<file path="src/rtl/core/rlbws_pkg.sv">
// shared types, constants and helper functions for the rgb led write sequencer
// no dependencies; every other file of the block but rlbws_if imports this package
package rlbws_pkg;

    // configuration register indexes
    localparam int CFG_IDX_W  = 2;
    localparam int CFG_DATA_W = 16;
    localparam logic [CFG_IDX_W-1:0] CFG_MODE = 2'd0;
    localparam logic [CFG_IDX_W-1:0] CFG_ON   = 2'd1;
    localparam logic [CFG_IDX_W-1:0] CFG_OFF  = 2'd2;

    // mode selector codes
    localparam logic [7:0] MODE_SEL_TIMED = 8'd1;
    localparam logic [7:0] MODE_SEL_HW    = 8'd2;

    // driver register addresses
    localparam logic [3:0] ADDR_PERIOD = 4'd1;
    localparam logic [3:0] ADDR_DUTY   = 4'd2;
    localparam logic [3:0] ADDR_ENABLE = 4'd4;
    localparam logic [3:0] ADDR_RED    = 4'd6;
    localparam logic [3:0] ADDR_BLUE   = 4'd7;
    localparam logic [3:0] ADDR_GREEN  = 4'd8;
    localparam logic [3:0] ADDR_BLINK  = 4'd9;

    localparam logic [7:0] ENABLE_BIT = 8'h40;
    localparam logic [7:0] HW_PERIOD  = 8'h12;
    localparam logic [7:0] HW_DUTY    = 8'h32;
    localparam logic [7:0] BLINK_OFF  = 8'h06;
    localparam logic [7:0] DUTY_SAT   = 8'hFF;

    localparam logic [16:0] PERIOD_FIRST_MS = 17'd384;
    localparam logic [16:0] PERIOD_MAX_MS   = 17'd16380;
    localparam int          PERIOD_SHIFT    = 7;

    localparam logic [6:0] PCT_SCALE = 7'd100;
    // duty = pct * 25500 / 9960 = pct * 425 / 166
    localparam logic [8:0] DUTY_NUM   = 9'd425;
    localparam logic [8:0] DUTY_RECIP = 9'd394;
    localparam logic [7:0] DUTY_DEN   = 8'd166;

    typedef enum logic [1:0] {
        MODE_SOLID,
        MODE_TIMED,
        MODE_HW
    } mode_t;

    typedef struct packed {
        logic [7:0]  flash_mode_sel;
        logic [15:0] on_time_ms;
        logic [15:0] off_time_ms;
    } cfg_t;

    // item record through the front end and the divider
    typedef struct packed {
        logic [7:0]  red;
        logic [7:0]  green;
        logic [7:0]  blue;
        logic        blank;
        mode_t       mode;
        logic [16:0] p_sum;
        logic [22:0] rem;
        logic [6:0]  pct;
        logic [7:0]  period;
    } work_t;

    // everything the sequencer needs for one item
    typedef struct packed {
        logic [3:0] red_step;
        logic [3:0] green_step;
        logic [3:0] blue_step;
        logic       blank;
        logic       flash;
        logic [7:0] period;
        logic [7:0] duty;
        logic [7:0] enable;
    } seq_t;

    typedef struct packed {
        logic [3:0] addr;
        logic [7:0] value;
        logic       last;
    } wr_t;

    function automatic mode_t decode_mode(logic [7:0] sel);
        mode_t m;
        unique case (sel)
            MODE_SEL_TIMED: m = MODE_TIMED;
            MODE_SEL_HW:    m = MODE_HW;
            default:        m = MODE_SOLID;
        endcase
        return m;
    endfunction

    // one restoring step of the percentage division
    function automatic work_t div_step(work_t w, int unsigned sh);
        logic [23:0] trial;
        work_t       r;
        r     = w;
        trial = 24'(w.p_sum) << sh;
        if ({1'b0, w.rem} >= trial)
        begin
            r.rem            = w.rem - trial[22:0];
            r.pct[sh[2:0]]   = 1'b1;
        end
        return r;
    endfunction

    // level * 9 / 255 as ((level * 9 + 1) * 257) >> 16
    function automatic logic [3:0] level_to_step(logic [7:0] lv);
        logic [11:0] y1;
        logic [20:0] prod;
        y1   = 12'(lv) * 12'd9 + 12'd1;
        prod = 21'(y1) * 21'd257;
        return prod[19:16];
    endfunction

    function automatic logic [7:0] make_enable(work_t w);
        logic [1:0] code;
        logic [7:0] en;
        code = (w.mode == MODE_SOLID) ? 2'd1 : 2'd2;
        en   = ENABLE_BIT;
        if (w.red != 8'd0)
        begin
            en = en | {6'd0, code};
        end
        if (w.blue != 8'd0)
        begin
            en = en | {4'd0, code, 2'd0};
        end
        if (w.green != 8'd0)
        begin
            en = en | {2'd0, code, 4'd0};
        end
        return en;
    endfunction

    // write of a given slot in an item's sequence
    function automatic wr_t write_at(seq_t s, logic [3:0] slot);
        wr_t w;
        unique case (slot)
            4'd0: w = '{addr: ADDR_ENABLE, value: 8'd0, last: s.blank};
            4'd1: w = '{addr: ADDR_BLINK, value: BLINK_OFF, last: 1'b0};
            4'd2: w = '{addr: ADDR_RED, value: {4'd0, s.red_step}, last: 1'b0};
            4'd3: w = '{addr: ADDR_GREEN, value: {4'd0, s.green_step}, last: 1'b0};
            4'd4: w = '{addr: ADDR_BLUE, value: {4'd0, s.blue_step}, last: 1'b0};
            4'd5:
            begin
                if (s.flash)
                begin
                    w = '{addr: ADDR_PERIOD, value: s.period, last: 1'b0};
                end
                else
                begin
                    w = '{addr: ADDR_ENABLE, value: s.enable, last: 1'b1};
                end
            end
            4'd6: w = '{addr: ADDR_DUTY, value: 8'd0, last: 1'b0};
            4'd7: w = '{addr: ADDR_ENABLE, value: s.enable, last: 1'b0};
            default: w = '{addr: ADDR_DUTY, value: s.duty, last: 1'b1};
        endcase
        return w;
    endfunction

endpackage

</file>
<file path="src/rtl/core/rlbws_if.sv">
// channel interfaces of the rgb led write sequencer: level triples in, writes out
// depends on nothing
interface rlbws_level_if;
    logic       valid;
    logic       ready;
    logic [7:0] red_level;
    logic [7:0] green_level;
    logic [7:0] blue_level;

    modport source (output valid, output red_level, output green_level,
                    output blue_level, input ready);
    modport sink (input valid, input red_level, input green_level,
                  input blue_level, output ready);
endinterface

interface rlbws_write_if;
    logic       valid;
    logic       ready;
    logic [3:0] reg_address;
    logic [7:0] reg_value;
    logic       last_write;

    modport source (output valid, output reg_address, output reg_value,
                    output last_write, input ready);
    modport sink (input valid, input reg_address, input reg_value,
                  input last_write, output ready);
endinterface

</file>
<file path="src/rtl/core/rlbws_prep.sv">
// input stage: registers the level triple, sums the flash time, quantises the period
// depends on rlbws_pkg and rlbws_level_if
module rlbws_prep
    import rlbws_pkg::*;
(
    input  logic          clk,
    input  logic          rst_n,
    input  cfg_t          cfg,
    rlbws_level_if.sink   levels,
    output logic          out_valid,
    input  logic          out_ready,
    output work_t         out_work
);

    logic  v_reg;
    work_t w_reg;
    work_t w_next;
    logic  load;

    assign levels.ready = !v_reg || out_ready;
    assign load         = levels.valid && levels.ready;
    assign out_valid    = v_reg;
    assign out_work     = w_reg;

    always_comb
    begin
        logic [16:0] p_sum;
        logic [16:0] p_clamp;
        p_sum   = {1'b0, cfg.on_time_ms} + {1'b0, cfg.off_time_ms};
        p_clamp = (p_sum > PERIOD_MAX_MS) ? PERIOD_MAX_MS : p_sum;

        w_next       = '0;
        w_next.red   = levels.red_level;
        w_next.green = levels.green_level;
        w_next.blue  = levels.blue_level;
        w_next.blank = (levels.red_level | levels.green_level | levels.blue_level) == 8'd0;
        w_next.mode  = decode_mode(cfg.flash_mode_sel);
        w_next.p_sum = p_sum;
        w_next.rem   = 23'(cfg.on_time_ms) * 23'(PCT_SCALE);
        w_next.pct   = '0;
        priority if (w_next.mode == MODE_HW)
        begin
            w_next.period = HW_PERIOD;
        end
        else if (p_sum < PERIOD_FIRST_MS)
        begin
            w_next.period = 8'd0;
        end
        else
        begin
            w_next.period = 8'(((p_clamp - PERIOD_FIRST_MS) >> PERIOD_SHIFT) + 17'd1);
        end
    end

    always_ff @(posedge clk or negedge rst_n)
    begin
        if (!rst_n)
        begin
            v_reg <= 1'b0;
        end
        else if (levels.ready)
        begin
            v_reg <= levels.valid;
        end
    end

    always_ff @(posedge clk)
    begin
        if (load)
        begin
            w_reg <= w_next;
        end
    end

endmodule

</file>
<file path="src/rtl/core/rlbws_div.sv">
// three-stage restoring divider for the on-time percentage (on * 100 / period)
// depends on rlbws_pkg
module rlbws_div
    import rlbws_pkg::*;
(
    input  logic  clk,
    input  logic  rst_n,
    input  logic  in_valid,
    output logic  in_ready,
    input  work_t in_work,
    output logic  out_valid,
    input  logic  out_ready,
    output work_t out_work
);

    localparam int NSTAGE = 3;

    logic  v_reg [NSTAGE];
    work_t w_reg [NSTAGE];
    logic  rdy   [NSTAGE];
    work_t stage_out [NSTAGE];

    assign rdy[2]    = !v_reg[2] || out_ready;
    assign rdy[1]    = !v_reg[1] || rdy[2];
    assign rdy[0]    = !v_reg[0] || rdy[1];
    assign in_ready  = rdy[0];
    assign out_valid = v_reg[2];
    assign out_work  = w_reg[2];

    // quotient bits 6..4, 3..1 and 0, one group per stage
    always_comb
    begin
        stage_out[0] = div_step(div_step(div_step(in_work, 6), 5), 4);
        stage_out[1] = div_step(div_step(div_step(w_reg[0], 3), 2), 1);
        stage_out[2] = div_step(w_reg[1], 0);
        // no flash time at all reads as zero percent
        if (w_reg[1].p_sum == 17'd0)
        begin
            stage_out[2].pct = '0;
        end
    end

    always_ff @(posedge clk or negedge rst_n)
    begin
        if (!rst_n)
        begin
            v_reg[0] <= 1'b0;
            v_reg[1] <= 1'b0;
            v_reg[2] <= 1'b0;
        end
        else
        begin
            if (rdy[0])
            begin
                v_reg[0] <= in_valid;
            end
            if (rdy[1])
            begin
                v_reg[1] <= v_reg[0];
            end
            if (rdy[2])
            begin
                v_reg[2] <= v_reg[1];
            end
        end
    end

    always_ff @(posedge clk)
    begin
        for (int s = 0; s < NSTAGE; s++)
        begin
            if (rdy[s])
            begin
                w_reg[s] <= stage_out[s];
            end
        end
    end

endmodule

</file>
<file path="src/rtl/core/rlbws_duty.sv">
// three-stage duty scaling (pct * 425 / 166 by reciprocal) plus step and enable build
// depends on rlbws_pkg
module rlbws_duty
    import rlbws_pkg::*;
(
    input  logic  clk,
    input  logic  rst_n,
    input  logic  in_valid,
    output logic  in_ready,
    input  work_t in_work,
    output logic  out_valid,
    input  logic  out_ready,
    output seq_t  out_rec
);

    logic        v0_reg;
    logic        v1_reg;
    logic        v2_reg;
    logic        rdy0;
    logic        rdy1;
    logic        rdy2;
    work_t       w0_reg;
    work_t       w1_reg;
    logic [15:0] scaled0_reg;
    logic [15:0] scaled1_reg;
    logic [8:0]  est1_reg;
    logic [24:0] prod;
    seq_t        rec_next;
    seq_t        rec_reg;

    assign rdy2      = !v2_reg || out_ready;
    assign rdy1      = !v1_reg || rdy2;
    assign rdy0      = !v0_reg || rdy1;
    assign in_ready  = rdy0;
    assign out_valid = v2_reg;
    assign out_rec   = rec_reg;

    // estimate never exceeds the true quotient and is at most one short
    assign prod = 25'(scaled0_reg) * 25'(DUTY_RECIP);

    always_comb
    begin
        logic [16:0] back;
        logic [16:0] rem;
        logic [9:0]  est;
        back = 17'(est1_reg) * 17'(DUTY_DEN);
        rem  = {1'b0, scaled1_reg} - back;
        est  = {1'b0, est1_reg};
        if (rem >= 17'(DUTY_DEN))
        begin
            est = est + 10'd1;
        end

        rec_next.red_step   = level_to_step(w1_reg.red);
        rec_next.green_step = level_to_step(w1_reg.green);
        rec_next.blue_step  = level_to_step(w1_reg.blue);
        rec_next.blank      = w1_reg.blank;
        rec_next.flash      = w1_reg.mode != MODE_SOLID;
        rec_next.period     = w1_reg.period;
        rec_next.enable     = make_enable(w1_reg);
        priority if (w1_reg.mode == MODE_HW)
        begin
            rec_next.duty = HW_DUTY;
        end
        else if (est > 10'd255)
        begin
            rec_next.duty = DUTY_SAT;
        end
        else
        begin
            rec_next.duty = est[7:0];
        end
    end

    always_ff @(posedge clk or negedge rst_n)
    begin
        if (!rst_n)
        begin
            v0_reg <= 1'b0;
            v1_reg <= 1'b0;
            v2_reg <= 1'b0;
        end
        else
        begin
            if (rdy0)
            begin
                v0_reg <= in_valid;
            end
            if (rdy1)
            begin
                v1_reg <= v0_reg;
            end
            if (rdy2)
            begin
                v2_reg <= v1_reg;
            end
        end
    end

    always_ff @(posedge clk)
    begin
        if (rdy0)
        begin
            w0_reg      <= in_work;
            scaled0_reg <= 16'(in_work.pct) * 16'(DUTY_NUM);
        end
        if (rdy1)
        begin
            w1_reg      <= w0_reg;
            scaled1_reg <= scaled0_reg;
            est1_reg    <= prod[24:16];
        end
        if (rdy2)
        begin
            rec_reg <= rec_next;
        end
    end

endmodule

</file>
<file path="src/rtl/core/rlbws_seq.sv">
// output sequencer: walks one item's record and emits its writes, one per cycle while writes.ready is high
// depends on rlbws_pkg and rlbws_write_if
module rlbws_seq
    import rlbws_pkg::*;
(
    input  logic          clk,
    input  logic          rst_n,
    input  logic          in_valid,
    output logic          in_ready,
    input  seq_t          in_rec,
    rlbws_write_if.source writes
);

    logic       busy_reg;
    logic [3:0] slot_reg;
    seq_t       rec_reg;
    logic       out_valid_reg;
    wr_t        wr_reg;
    wr_t        cur;
    logic       load;
    logic       emit_last;
    logic       take;

    assign cur       = write_at(rec_reg, slot_reg);
    assign load      = !out_valid_reg || writes.ready;
    assign emit_last = load && busy_reg && cur.last;
    // next record is taken in the cycle the last write moves to the output register
    assign in_ready  = !busy_reg || emit_last;
    assign take      = in_valid && in_ready;

    assign writes.valid       = out_valid_reg;
    assign writes.reg_address = wr_reg.addr;
    assign writes.reg_value   = wr_reg.value;
    assign writes.last_write  = wr_reg.last;

    always_ff @(posedge clk or negedge rst_n)
    begin
        if (!rst_n)
        begin
            busy_reg      <= 1'b0;
            slot_reg      <= 4'd0;
            out_valid_reg <= 1'b0;
        end
        else
        begin
            if (load)
            begin
                out_valid_reg <= busy_reg;
            end
            if (take)
            begin
                busy_reg <= 1'b1;
                slot_reg <= 4'd0;
            end
            else if (emit_last)
            begin
                busy_reg <= 1'b0;
            end
            else if (load && busy_reg)
            begin
                slot_reg <= slot_reg + 4'd1;
            end
        end
    end

    always_ff @(posedge clk)
    begin
        if (take)
        begin
            rec_reg <= in_rec;
        end
        if (load && busy_reg)
        begin
            wr_reg <= cur;
        end
    end

endmodule

</file>
<file path="src/rtl/core/rgb_led_blink_write_sequencer_unit.sv">
// rgb led write sequencer: turns a brightness triple into driver register writes
// Channels: levels (sink) carries red_level, green_level, blue_level; writes
// (source) carries reg_address, reg_value and last_write. Both move an item at
// a clock edge where valid and ready are high.
// Configuration: cfg_write_en, cfg_index, cfg_data write flash_mode_sel (0),
// on_time_ms (1) and off_time_ms (2); other indexes are ignored. Change them
// only while no item is in flight.
// Path: the first write of an item is shown once the item has passed the
// input stage, three divider stages, three duty stages and the sequencer.
// Output: one write per cycle from the sequencer while writes.ready is high;
// an item makes 1 write (all levels zero), 6 writes (solid colour) or 9 writes
// (timed or hardware flash); the pipeline in front takes a new item every cycle until it fills.
// Reset: valid bits and the sequencer clear; configuration returns to zero
// (solid colour, zero on and off time).
// Stall: a low ready on writes holds the output register; the sequencer and
// the pipeline behind it fill up and then drop levels.ready, nothing is lost.
// depends on rlbws_pkg, rlbws_if and the rlbws_* submodules
module rgb_led_blink_write_sequencer_unit
    import rlbws_pkg::*;
(
    input  logic                  clk,
    input  logic                  rst_n,
    input  logic                  cfg_write_en,
    input  logic [CFG_IDX_W-1:0]  cfg_index,
    input  logic [CFG_DATA_W-1:0] cfg_data,
    rlbws_level_if.sink           levels,
    rlbws_write_if.source         writes
);

    cfg_t  cfg_reg;

    logic  prep_valid;
    logic  prep_ready;
    work_t prep_work;
    logic  div_valid;
    logic  div_ready;
    work_t div_work;
    logic  duty_valid;
    logic  duty_ready;
    seq_t  duty_rec;

    always_ff @(posedge clk or negedge rst_n)
    begin
        if (!rst_n)
        begin
            cfg_reg <= '0;
        end
        else if (cfg_write_en)
        begin
            unique case (cfg_index)
                CFG_MODE: cfg_reg.flash_mode_sel <= cfg_data[7:0];
                CFG_ON:   cfg_reg.on_time_ms     <= cfg_data;
                CFG_OFF:  cfg_reg.off_time_ms    <= cfg_data;
                default:  cfg_reg                <= cfg_reg;
            endcase
        end
    end

    rlbws_prep u_prep (
        .clk       (clk),
        .rst_n     (rst_n),
        .cfg       (cfg_reg),
        .levels    (levels),
        .out_valid (prep_valid),
        .out_ready (prep_ready),
        .out_work  (prep_work)
    );

    rlbws_div u_div (
        .clk       (clk),
        .rst_n     (rst_n),
        .in_valid  (prep_valid),
        .in_ready  (prep_ready),
        .in_work   (prep_work),
        .out_valid (div_valid),
        .out_ready (div_ready),
        .out_work  (div_work)
    );

    rlbws_duty u_duty (
        .clk       (clk),
        .rst_n     (rst_n),
        .in_valid  (div_valid),
        .in_ready  (div_ready),
        .in_work   (div_work),
        .out_valid (duty_valid),
        .out_ready (duty_ready),
        .out_rec   (duty_rec)
    );

    rlbws_seq u_seq (
        .clk      (clk),
        .rst_n    (rst_n),
        .in_valid (duty_valid),
        .in_ready (duty_ready),
        .in_rec   (duty_rec),
        .writes   (writes)
    );

endmodule

</file>
<file path="src/flat_wrapper.sv">
// flat-port wrapper written by rule: the top's interface ports become plain ports
module rgb_led_blink_write_sequencer_unit_flat import rlbws_pkg::*;
  (clk, rst_n, cfg_write_en, cfg_index, cfg_data, levels_valid, levels_red_level, levels_green_level, levels_blue_level, levels_ready, writes_valid, writes_reg_address, writes_reg_value, writes_last_write, writes_ready);
  rlbws_level_if levels_i ();
  rlbws_write_if writes_i ();
  input  logic clk;
  input  logic rst_n;
  input  logic cfg_write_en;
  input  logic [CFG_IDX_W-1:0] cfg_index;
  input  logic [CFG_DATA_W-1:0] cfg_data;
  input wire logic [$bits(levels_i.valid)-1:0] levels_valid;
  input wire logic [$bits(levels_i.red_level)-1:0] levels_red_level;
  input wire logic [$bits(levels_i.green_level)-1:0] levels_green_level;
  input wire logic [$bits(levels_i.blue_level)-1:0] levels_blue_level;
  output wire logic [$bits(levels_i.ready)-1:0] levels_ready;
  output wire logic [$bits(writes_i.valid)-1:0] writes_valid;
  output wire logic [$bits(writes_i.reg_address)-1:0] writes_reg_address;
  output wire logic [$bits(writes_i.reg_value)-1:0] writes_reg_value;
  output wire logic [$bits(writes_i.last_write)-1:0] writes_last_write;
  input wire logic [$bits(writes_i.ready)-1:0] writes_ready;
  assign levels_i.valid = levels_valid;
  assign levels_i.red_level = levels_red_level;
  assign levels_i.green_level = levels_green_level;
  assign levels_i.blue_level = levels_blue_level;
  assign levels_ready = levels_i.ready;
  assign writes_valid = writes_i.valid;
  assign writes_reg_address = writes_i.reg_address;
  assign writes_reg_value = writes_i.reg_value;
  assign writes_last_write = writes_i.last_write;
  assign writes_i.ready = writes_ready;
  rgb_led_blink_write_sequencer_unit u_core (.clk(clk), .rst_n(rst_n), .cfg_write_en(cfg_write_en), .cfg_index(cfg_index), .cfg_data(cfg_data), .levels(levels_i), .writes(writes_i));
endmodule
</file>
<file path="config.mk">
export PLATFORM = sky130hd
export DESIGN_NAME = rgb_led_blink_write_sequencer_unit_flat
export DESIGN_NICKNAME = d
export VERILOG_FILES = /design/src/rtl/core/rlbws_pkg.sv /design/src/rtl/core/rlbws_if.sv /design/src/rtl/core/rlbws_prep.sv /design/src/rtl/core/rlbws_div.sv /design/src/rtl/core/rlbws_duty.sv /design/src/rtl/core/rlbws_seq.sv /design/src/rtl/core/rgb_led_blink_write_sequencer_unit.sv /design/src/flat_wrapper.sv
export SDC_FILE = /design/constraint.sdc
export NUM_CORES = 1
export LEC_CHECK = 0
export ABC_CLOCK_PERIOD_IN_PS = 10000
export BUFFER_PORTS_ARGS = -buffer_cell sky130_fd_sc_hd__buf_2
export CAP_MARGIN = 20
export CORE_MARGIN = 5
export CORE_UTILIZATION = 58
export DETAILED_ROUTE_END_ITERATION = 16
export HOLD_SLACK_MARGIN = 0.05
export PLACE_DENSITY_LB_ADDON = 0.25
export SKIP_LAST_GASP = 1
export SYNTH_ARGS = -nofsm -noshare
export SYNTH_HDL_FRONTEND = slang
export SYNTH_HIERARCHICAL = 1
export SYNTH_SLANG_ARGS = --single-unit
</file>
<file path="constraint.sdc">
create_clock -name clk -period 10 [get_ports clk]
set_clock_uncertainty 0.05 [all_clocks]
set_input_delay 2 -clock clk [delete_from_list [all_inputs] [get_ports clk]]
set_output_delay 2 -clock clk [all_outputs]
set_load 0.05 [all_outputs]
</file>
==> flow_metrics.env, run 1 <==
export IMPL_status="completed"
export IMPL_setup_viol=0
export IMPL_final_worst_path_period_share=0.862
export IMPL_final_period_minus_worst_setup_slack_ns=8.62
export IMPL_diodes_inserted=0
export IMPL_drt_first_iter_violations=1258
export IMPL_detail_route_first_pass_iterations=5
export IMPL_vias_per_cell=5.81
export IMPL_critical_path_slowest_cell="a21oi_2"
export IMPL_critical_path_reg2reg_endpoint="u_core/u_div/w_reg[0][27]$_DFFE_PP_"
export IMPL_tritoncts_clock_tree="done"
export IMPL_place_port_buffers=61
export IMPL_die_width_um=252
export IMPL_finish_net_count=3478
export IMPL_detailed_place_hpwl_um=53300
export IMPL_worst_ep_required_time_ns=10.31
export IMPL_path_class="flop to flop"
export IMPL_final_util=0.635
export IMPL_drive_above_1_share=0.107
export IMPL_cts_hold_fix_buffers=0
export IMPL_wirelength_um=69000
export IMPL_globalRoute_totalOverflow=0
export IMPL_hold_path_startpoint="u_core/u_duty/w0_reg[4]$_DFFE_PP_"
export IMPL_die_h_um=252
export IMPL_synth_yosys_warnings=6
export IMPL_area_growth_syn_to_layout_pct=8.16
export IMPL_antenna_violating_nets_post_route=0
export IMPL_max_freq_mhz=116
export IMPL_synth_avg_cell_area_um2=11.8
export IMPL_clock_path_buffers=3
export IMPL_critPathMaxFanout=15
export IMPL_whs_path_depth=0
export IMPL_maxCapViolations=0
export IMPL_io_pins=62
export IMPL_fill_cells=4370
export IMPL_grt_start_max_net_pins=84
export IMPL_floorplan_die_area_um2=63500
export IMPL_max_reg_flops=206
export IMPL_path_clk_slew_ns=0.06
export IMPL_fp_row_count=88
export IMPL_wl_per_cell_um=18.4
export IMPL_holdCritPathClass="flop to flop"
export IMPL_maxSlewViolCount=0
export IMPL_cp_slowest_stage_delay_ns=0.56
export IMPL_max_slew_margin=0.235
export IMPL_synth_cell_area_um2=34000
export IMPL_placed_cells_incl_taps=3650
export IMPL_worstSkewPairLatency_ns=0.62
export IMPL_cts_buffers=55
export IMPL_hold_viol_final=0
export IMPL_grt_first_pass_wirelength_um=112000
export IMPL_layout_cells_non_filler=3756
export IMPL_number_of_global_route_vias_before_repair=22000
export IMPL_cts_resized=0
export IMPL_antenna_found_initial=1
export IMPL_routabilityCongestion=0.929
export IMPL_critPathBufInv=4
export IMPL_netlist_instances=2892
export IMPL_worst_pin_slew_ns=1.14
export IMPL_cts_setup_buffers=0
export IMPL_clock_sinks=529
export IMPL_crit_path_start_kind="flop"
export IMPL_cts_htree_levels=2
export IMPL_end_kind="flop"
export IMPL_floorplan_core_area_um2=57900
export IMPL_min_delay_worst_endpoint="u_core/u_duty/rec_next[20]$_DFFE_PP_"
export IMPL_reg2reg_setup_slack_ns=1.38
export IMPL_vias=21800
export IMPL_drc=0
export IMPL_rsz0062_at_grt="no"
export IMPL_worst_endpoint_arrival_ns=8.92
export IMPL_worstRegToRegCells=32
export IMPL_groute_usage_overall=0.214
export IMPL_worst_r2r_startpoint="u_core/u_prep/out_work[39]$_DFFE_PP_"
export IMPL_initial_core_utilization=0.587
export IMPL_clock_tree_root_cell="clkbuf_16"
export IMPL_timing_critical_path_max_delay_family="compound AO/OA/AOI/OAI gates"
==> cell type report <==
cell class / count / area (µm²) / area share
clock buffers: 73 / 1480 / 0.0404
clock inverters: 31 / 465 / 0.0127
inverters: 289 / 1080 / 0.0295
multi-input cells: 1990 / 16700 / 0.454
flip-flops and latches: 529 / 15600 / 0.425
well taps: 765 / 957 / 0.0260
repair buffers: 79 / 458 / 0.0125
==> placed cells by master (no fill, tap or decap), types with 54 or more instances in the layout <==
cell and n:
clkbuf_16 55, ha_1 434, buf_2 62, a21oi_1 170
inv_1 287, xnor2_1 115, xor2_1 70, nor2_1 136
o21ai_0 93, edfxtp_1 476, mux2_2 84, a21o_1 54
nand2_1 132
==> through the flow <==
| step | hold WS (ns) | cell area [µm²] | setup WS (ns) | setup TNS [ns] |
|---|---|---|---|---|
| 2_1_floorplan | 0.350 | 34000 | -0.154 | -0.154 |
| 3_3_place_gp | 0.351 | 34800 | 1.73 | 0 |
| 3_5_place_dp | 0.355 | 34800 | 1.53 | 0 |
| 4_1_cts | 0.336 | 36700 | 1.48 | 0 |
| 6_report | 0.345 | 36800 | 1.38 | 0 |
| 5_1_grt | 0.355 | 36800 | 0.669 | 0 |
==> per-layer routing <==
metal / vias up / share of wire / global-route usage
met5: - / 0.00019 / 0
met4: 2 / 0.039 / 0.0803
met3: 145 / 0.048 / 0.0340
met2: 519 / 0.49 / 0.371
met1: 10500 / 0.42 / 0.274
li1: 10700 / - / -
==> how the worst max path moves through the flow <==
stage                                                to                                  from  cells past startpoint  slack, ns
global route        u_core/u_div/w_reg[0][27]$_DFFE_PP_  u_core/u_prep/out_work[39]$_DFFE_PP_                     32       0.67
global placement    u_core/u_div/w_reg[0][22]$_DFFE_PP_  u_core/u_prep/out_work[47]$_DFFE_PP_                     31       1.73
detailed placement  u_core/u_div/w_reg[0][27]$_DFFE_PP_  u_core/u_prep/out_work[39]$_DFFE_PP_                     31       1.53
floorplan                                  levels_ready                          writes_ready                      6      -0.15
finish              u_core/u_div/w_reg[0][27]$_DFFE_PP_  u_core/u_prep/out_work[39]$_DFFE_PP_                     32       1.38
CTS                 u_core/u_div/w_reg[0][27]$_DFFE_PP_  u_core/u_prep/out_work[39]$_DFFE_PP_                     31       1.48
Power of run 1 is not shown: default switching activity piles up to over one toggle a cycle in this logic, so the estimate is an artifact.
==> run 2: changes to the inputs <==
- CELL_PAD_IN_SITES_DETAIL_PLACEMENT: default -> 0
- CELL_PAD_IN_SITES_GLOBAL_PLACEMENT: default -> 1
- CORE_UTILIZATION: 58 -> 48
==> flow_metrics.env, run 2 (synthesized netlist as in run 1, its figures left out) <==
export IMPL_layout_cells_non_filler=3928
export IMPL_clock_sinks=529
export IMPL_seqCellArea_um2=15600
export IMPL_postPlaceCellArea_um2=35000
export IMPL_fill_cells=6128
export IMPL_cts_buffers=55
export IMPL_path_clk_slew_ns=0.06
export IMPL_cts_resized=0
export IMPL_timing_critical_path_max_delay_family="compound AO/OA/AOI/OAI gates"
export IMPL_rsz0062_at_grt="no"
export IMPL_setup_viol=0
export IMPL_antenna_violating_nets_post_route=0
export IMPL_place_port_buffers=61
export IMPL_timing_hold_ws_ns=0.363
export IMPL_tritoncts_clock_tree="done"
export IMPL_worst_r2r_startpoint="u_core/u_prep/out_work[48]$_DFFE_PP_"
export IMPL_grt_first_pass_wirelength_um=114000
export IMPL_maxSlewViolCount=0
export IMPL_grt_start_max_net_pins=73
export IMPL_cts_hold_fix_buffers=0
export IMPL_hold_path_startpoint="u_core/u_div/w_reg[0][7]$_DFFE_PP_"
export IMPL_vias_per_cell=5.49
export IMPL_vias=21600
export IMPL_number_of_global_route_vias_before_repair=21600
export IMPL_end_kind="flop"
export IMPL_placed_cells_incl_taps=3824
export IMPL_cts_htree_levels=2
export IMPL_min_delay_worst_endpoint="u_core/u_div/w_reg[0][89]$_DFFE_PP_"
export IMPL_multi_input_area_um2=16700
export IMPL_globalRoute_totalOverflow=0
export IMPL_routabilityCongestion=0.899
export IMPL_antenna_found_initial=0
export IMPL_area_growth_syn_to_layout_pct=8.41
export IMPL_cts_setup_buffers=0
export IMPL_max_freq_mhz=116
export IMPL_crit_path_start_kind="flop"
export IMPL_initial_core_utilization=0.484
export IMPL_finish_net_count=3477
export IMPL_worstRegToRegCells=32
export IMPL_whs_path_depth=0
export IMPL_drt_first_iter_violations=1061
export IMPL_floorplan_die_area_um2=76200
export IMPL_worst_ep_required_time_ns=10.29
export IMPL_worstSkewPairLatency_ns=0.62
export IMPL_fin_area_um2=36800
export IMPL_fp_row_count=97
export IMPL_critPathBufInv=4
export IMPL_groute_usage_overall=0.180
export IMPL_path_class="flop to flop"
export IMPL_final_worst_path_period_share=0.859
export IMPL_max_slew_margin=0.269
export IMPL_status="completed"
export IMPL_cp_slowest_stage_delay_ns=0.51
export IMPL_detail_route_first_pass_iterations=8
export IMPL_final_period_minus_worst_setup_slack_ns=8.59
export IMPL_diodes_inserted=0
export IMPL_die_h_um=276
export IMPL_wl_per_cell_um=17.9
export IMPL_holdCritPathClass="flop to flop"
export IMPL_maxCapViolations=0
export IMPL_wirelength_um=70100
export IMPL_drive_above_1_share=0.105
export IMPL_hold_viol_final=0
export IMPL_die_width_um=276
export IMPL_critPathMaxFanout=15
export IMPL_max_reg_flops=206
export IMPL_clock_path_buffers=3
export IMPL_detailed_place_hpwl_um=54900
export IMPL_critical_path_slowest_cell="edfxtp_1"
export IMPL_clock_tree_root_cell="clkbuf_16"
export IMPL_floorplan_core_area_um2=70100
export IMPL_io_pins=62
export IMPL_critical_path_reg2reg_endpoint="u_core/u_div/w_reg[0][26]$_DFFE_PP_"
export IMPL_drc=0
export IMPL_worst_endpoint_arrival_ns=8.88
export IMPL_layout_cells_most_common_list="edfxtp_1 (476), ha_1 (434), inv_1 (287)"
export IMPL_most_common_library_cell_in_the_layout_ignoring_fill_and_taps="edfxtp_1"
export IMPL_setup_worst_path_start="u_core/u_prep/out_work[48]$_DFFE_PP_"
export IMPL_worst_pin_slew_ns=1.10
export IMPL_reg2reg_setup_slack_ns=1.41
==> run 2: cell types whose count changed in the layout (fill, tap and decap cells not counted), sizes merged <==
cell      before  now
bufinv         8    6
inv          293  290
clkinv        17   23
buf           79   77
clkbuf        73   70
clkinvlp       2    3
==> run 2: worst max-delay path by stage <==
stage | end | slack (ns) | cells after the start
final | u_core/u_div/w_reg[0][26]$_DFFE_PP_ | 1.41 | 32
after global routing | u_core/u_div/w_reg[0][26]$_DFFE_PP_ | 0.70 | 32
after CTS | u_core/u_div/w_reg[0][21]$_DFFE_PP_ | 1.43 | 32
after detailed placement | u_core/u_div/w_reg[0][21]$_DFFE_PP_ | 1.48 | 32
after global placement | u_core/u_div/w_reg[0][22]$_DFFE_PP_ | 1.59 | 32
after floorplan | levels_ready | -0.15 | 6
==> run 2: metal layers <==
layer  global-route usage  part of all wire
met3               0.0217             0.034
met2                0.318              0.50
met4               0.0571             0.031
met5                    0                 0
met1                0.232              0.44
==> run 2: cell type report <==
class | count | area share
multi-input combinational | 1990 | 0.453
sequential | 529 | 0.424
clock buffer | 69 | 0.0391
tap | 940 | 0.0319
inverter | 289 | 0.0294
timing repair buffer | 78 | 0.0117
clock inverter | 33 | 0.0109
==> run 2: worst reg2reg max path: cells and delay by family, from the launching register on <==
| kind | cells | cell delay, ns |
|---|---|---|
| adders and majority gates | 3 | 1.07 |
| AOI/OAI and AO/OA | 16 | 3.52 |
| and+or+nand+nor | 7 | 1.44 |
| muxes | 2 | 0.74 |
| buffers and inverters | 4 | 0.99 |
| DFF | 1 | 0.51 |
==> run 2: metrics by stage <==
stage | util | setup TNS [ns] | worst slack [ns]
after detailed placement | 0.499 | 0 | 1.48
after global placement | 0.499 | 0 | 1.59
after global routing | 0.525 | 0 | 0.702
final | 0.525 | 0 | 1.41
after CTS | 0.525 | 0 | 1.43
after floorplan | - | -0.154 | -0.154
Power of run 2 is left out for the same reason.
